## config.mk

```make
export PLATFORM = sky130hd
export DESIGN_NAME = gone_bank_ram
export DESIGN_NICKNAME = d
export VERILOG_FILES = /design/src/gone_bank_ram.sv
export SDC_FILE = /design/constraint.sdc
export NUM_CORES = 1
export LEC_CHECK = 0
export BUFFER_PORTS_ARGS = -buffer_cell sky130_fd_sc_hd__buf_2
export CORE_MARGIN = 2
export CORE_UTILIZATION = 60
export DETAILED_ROUTE_END_ITERATION = 8
export HOLD_SLACK_MARGIN = 0.03
export MAX_ROUTING_LAYER = met4
export PLACE_DENSITY_LB_ADDON = 0.25
export SYNTH_ARGS = -nofsm -noshare
export SYNTH_HDL_FRONTEND = slang
export SYNTH_SLANG_ARGS = --single-unit
```

## constraint.sdc

```tcl
create_clock -name clk -period 5.3 [get_ports clk]
set_clock_uncertainty 0.15 [all_clocks]
set_input_delay 0.53 -clock clk [delete_from_list [all_inputs] [get_ports clk]]
set_output_delay 0.53 -clock clk [all_outputs]
set_load 0.02 [all_outputs]
```

## src/gone_bank_ram.sv

```systemverilog
module gone_bank_ram #(
  parameter int DEPTH = 22,
  parameter int WIDTH = 64
) (
  input  logic                     clk,
  input  logic                     wr_en,
  input  logic [$clog2(DEPTH)-1:0] wr_addr,
  input  logic [WIDTH-1:0]         wr_data,
  input  logic                     rd_en,
  input  logic [$clog2(DEPTH)-1:0] rd_addr,
  output logic [WIDTH-1:0]         rd_data
);

  logic [WIDTH-1:0] mem [DEPTH];
  logic [WIDTH-1:0] rd_data_r;

  // Read returns the old contents when the same entry is written in that cycle.
  always_ff @(posedge clk) begin
    if (wr_en) begin
      mem[wr_addr] <= wr_data;
    end
    if (rd_en) begin
      rd_data_r <= mem[rd_addr];
    end
  end

  assign rd_data = rd_data_r;

endmodule

```

Yosys cells after proc, flatten, opt, wreduce, memory -nomap -nowiden:

Memory sizes are Yosys's and may differ from the RTL's. A register that Yosys moved wholly into a read port is not among the register bits.
Cells that the tools add are included.

* memories kept: 1
* logic and storage cells: 3
* memory bits (writable): 1408
* register bits: 0

* multiplexer cells: 2

Memory list
* mem: words 22, width 64, rd ports 1, clocked after Yosys merged registers in 1, wr ports 1, line 14 `logic [WIDTH-1:0] mem [DEPTH];`

Operator list (number)
* $mux W1: 2

Longest topological paths before layout:

* depth in word-level cells: 2
* depth in mapped cells: 8

Worst setup path before layout:

OpenSTA, ideal clock, no wires.

* kind: input to register
* start point: input port wr_addr[0]
* end point: memory mem[0][0], enable pin
* path slack: 0.827 ns
* stages on the path: 3
* required time: 4.664 ns
* arrival time: 3.837 ns
* buffers on the path: 1
* setup time: 0.486 ns
* cells stage by stage: or3b_2 -> clkbuf_1 -> nor2_1

RTL lines
* start: declaration: line 7 `input logic [$clog2(DEPTH)-1:0] wr_addr,`
* end: declaration: line 14

No word-level cell before the write port.

Worst setup path after layout:

* start point: input port wr_addr[1]
* end point: memory mem[13][22], enable pin

No word-level cell before the write port.

==> results.py <==
metrics = {
    "run_status": {
        "status": "completed",
    },
    "drt": {
        "drt_iter0_drc": 3196,
        "drcViolationCount": 0,
        "vias": 27623,
        "routedWlPerCell_um": 29.3,
        "detail-route-antenna-nets": 0,
        "first_pass_iters": 6,
        "drt_wl_total_um": 127000,
        "vias_per_cell": 6.36,
    },
    "clocking": {
        "path_clk_slew_ps": 60,
        "cts_tree": "done",
        "clock_path_buffers": 3,
        "ctsHtreeMaxLevel": 4,
        "cts_setup_buffers": 0,
        "cts_inserted_buffers": 142,
        "clk_latency_ps": 730,
        "clock_sinks": 1472,
        "cts_resized": 0,
        "clock-root-buffer": "clkbuf_16",
    },
    "global_route": {
        "antenna_found_initial": 7,
        "grt_pass1_wl_um": 185000,
        "grt_pass1_vias": 27853,
        "grt_max_degree": 77,
        "track_usage_pct": 27.8,
        "grt_overflow_total": 0,
    },
    "pwr": {
        "pwr-share-seq_pct": 54.8,
        "p_int_mw": 19.0,
        "leakagePower_nw": 20.9,
        "peakVddDrop_uv": 313,
        "powerDensity_mw_per_mm2": 379,
        "power.switching_mw": 4.87,
        "clockPowerShare_pct": 40.6,
        "swShare_pct": 20.4,
        "p_comb_share_pct": 4.5,
    },
    "synthesis": {
        "post_synth.cell_area_avg_um2": 20.3,
        "syn-num-nets": 2828,
        "seq_area_frac_synth_pct": 79.0,
        "synth.top_cell.area_share_pct": 79.0,
        "synthTopCellsByArea": "edfxtp_1 79%, mux2i_1 8.0%, mux4_2 5.2%",
        "synth-seq-cells": 1472,
        "ys.flop_type": "edfxtp_1",
        "yosysWarningCount": 0,
        "yosys.area.top_type": "edfxtp_1",
        "synthCells": 2751,
        "syn-cell-area_mm2": 0.0560,
        "ys_types": 27,
        "async_reset_ff_share_pct": 0,
        "synth_edf_count": 1472,
    },
    "worst_setup_path": {
        "crit_required_ps": 5500,
        "crit_path_max_fanout": 30,
        "cp_top_family": "simple AND/OR/NAND/NOR gates",
        "startpoint_type": "input port",
        "end_kind": "register",
        "critPathMaxStageDelay_ps": 880,
        "crit_arrival_ps": 2800,
        "critPathKind": "input port to register",
        "path_buf_inv": 2,
        "critPathSlowestCell": "nor2_4",
        "crit_chain": "buf_2, nand3b_1, nor2_4, buf_4",
    },
    "cells_and_area": {
        "fin_util_pct": 67.7,
        "area_delta_synth_final_pct": 12.4,
        "drive_gt1_share_pct": 17.9,
        "design_area_mm2": 0.0629,
        "finalNonFillerCells": 4340,
        "final_nets": 3049,
        "mostFrequentLayoutCells": "1472 x edfxtp_1, 448 x mux2i_1, 192 x a22oi_1",
        "layout_commonest_cell": "edfxtp_1",
    },
    "die": {
        "die_area_mm2": 0.0957,
        "dieHeight_um": 309,
        "rows": 112,
        "ioPinCount": 141,
        "core-area_mm2": 0.0929,
        "die_width_um": 309,
        "initial_core_util_pct": 60.2,
    },
    "timing": {
        "final_max_slew_viol_count": 0,
        "relSlewSlack_pct": 22.4,
        "hold_slack_ps": 78.0,
        "rsz0062_at_grt": "false",
        "fmaxAchievable_ghz": 0.384,
        "period_share_pct": 49.1,
        "period_needed_ps": 2600,
        "hold_viol": 0,
        "fin_setup_tns_ps": 0,
        "worstMarginPinSlew_ps": 1160,
        "setup_viol": 0,
    },
    "place": {
        "dp_hpwl_um": 62500,
        "post_dp_cell_area_mm2": 0.0583,
        "io_buffers": 140,
        "dp_cells": 4067,
        "gp_congestion": 0.773,
    },
    "flow_run": {
        "drv_cap": 0,
    },
    "min_path": {
        "hp-class": "input port to register",
    },
}
-- repair_timing --
item | in CTS | in global routing
hold endpoints to repair | 195 | 0
hold buffers | 15 | 0
endpoints found under the setup margin | 0 | 0
-- worst paths after layout --
check	start	end	slack, ps	cells after the start
max	wr_addr[1]	mem[13][22]	2700	4
min	wr_data[18]	mem[11][18]	80	1
max reg2reg	mem[7][10]	rd_data[10]	3230	4
min reg2reg	mem[17][4]	rd_data[4]	590	4
-- metal layers --
layer	up-vias	global-route usage, %	share of wire, %
li1	11736	-	-
met2	1278	43.1	49
met4	0	7.85	2.2
met5	-	-	0
met3	211	4.75	8.7
met1	14398	38.8	40
-- flip-flops by register name (all words and copies together) (netlist names) --
signal and flops:
mem 1408, rd_data 64
-- synthesized netlist by cell type (all sizes together), types with 4 or more instances --
library cell	count
a211oi	64
a22oi	192
buf	93
clkbuf	56
edfxtp	1472
mux2i	448
mux4	128
nand2	66
nand3b	4
nand4	64
nor2	88
nor2b	64
-- cell families after synthesis --
| group | share of synthesized area [%] |
|---|---|
| mux | 13.2 |
| simple gates | 2.71 |
| flops | 79.0 |
| buf+inv | 1.73 |
| compound gates | 3.43 |
-- power groups by stage --
stage          Combinational, mW  Clock [mW]  Sequential [mW]
2_1_floorplan              0.591           0             13.4
3_3_place_gp                1.04           0             13.3
3_5_place_dp                1.07           0             13.3
4_1_cts                     1.09        9.81             13.1
5_1_grt                     1.16        10.3             13.1
6_report                    1.08        9.69             13.1
-- layout make-up --
| type | instances | area (um^2) |
|---|---|---|
| Multi-Input combinational cell | 1130 | 11000 |
| Timing Repair Buffer | 226 | 1690 |
| Antenna cell | 7 | 17.5 |
| Tap cell | 1254 | 1570 |
| Clock inverter | 74 | 638 |
| Clock buffer | 177 | 3790 |
| Sequential cell | 1472 | 44200 |
| Fill cell | 5782 | 30000 |
-- stage by stage --
stage / setup slack, ps / power [mW]
after global routing: 2610 / 24.5
after floorplan: 827 / 13.9
after detailed placement: 1980 / 14.4
after global placement: 2020 / 14.3
after CTS: 2720 / 24.0
final: 2700 / 23.8
Note: power is estimated with default switching activity, not from simulation.
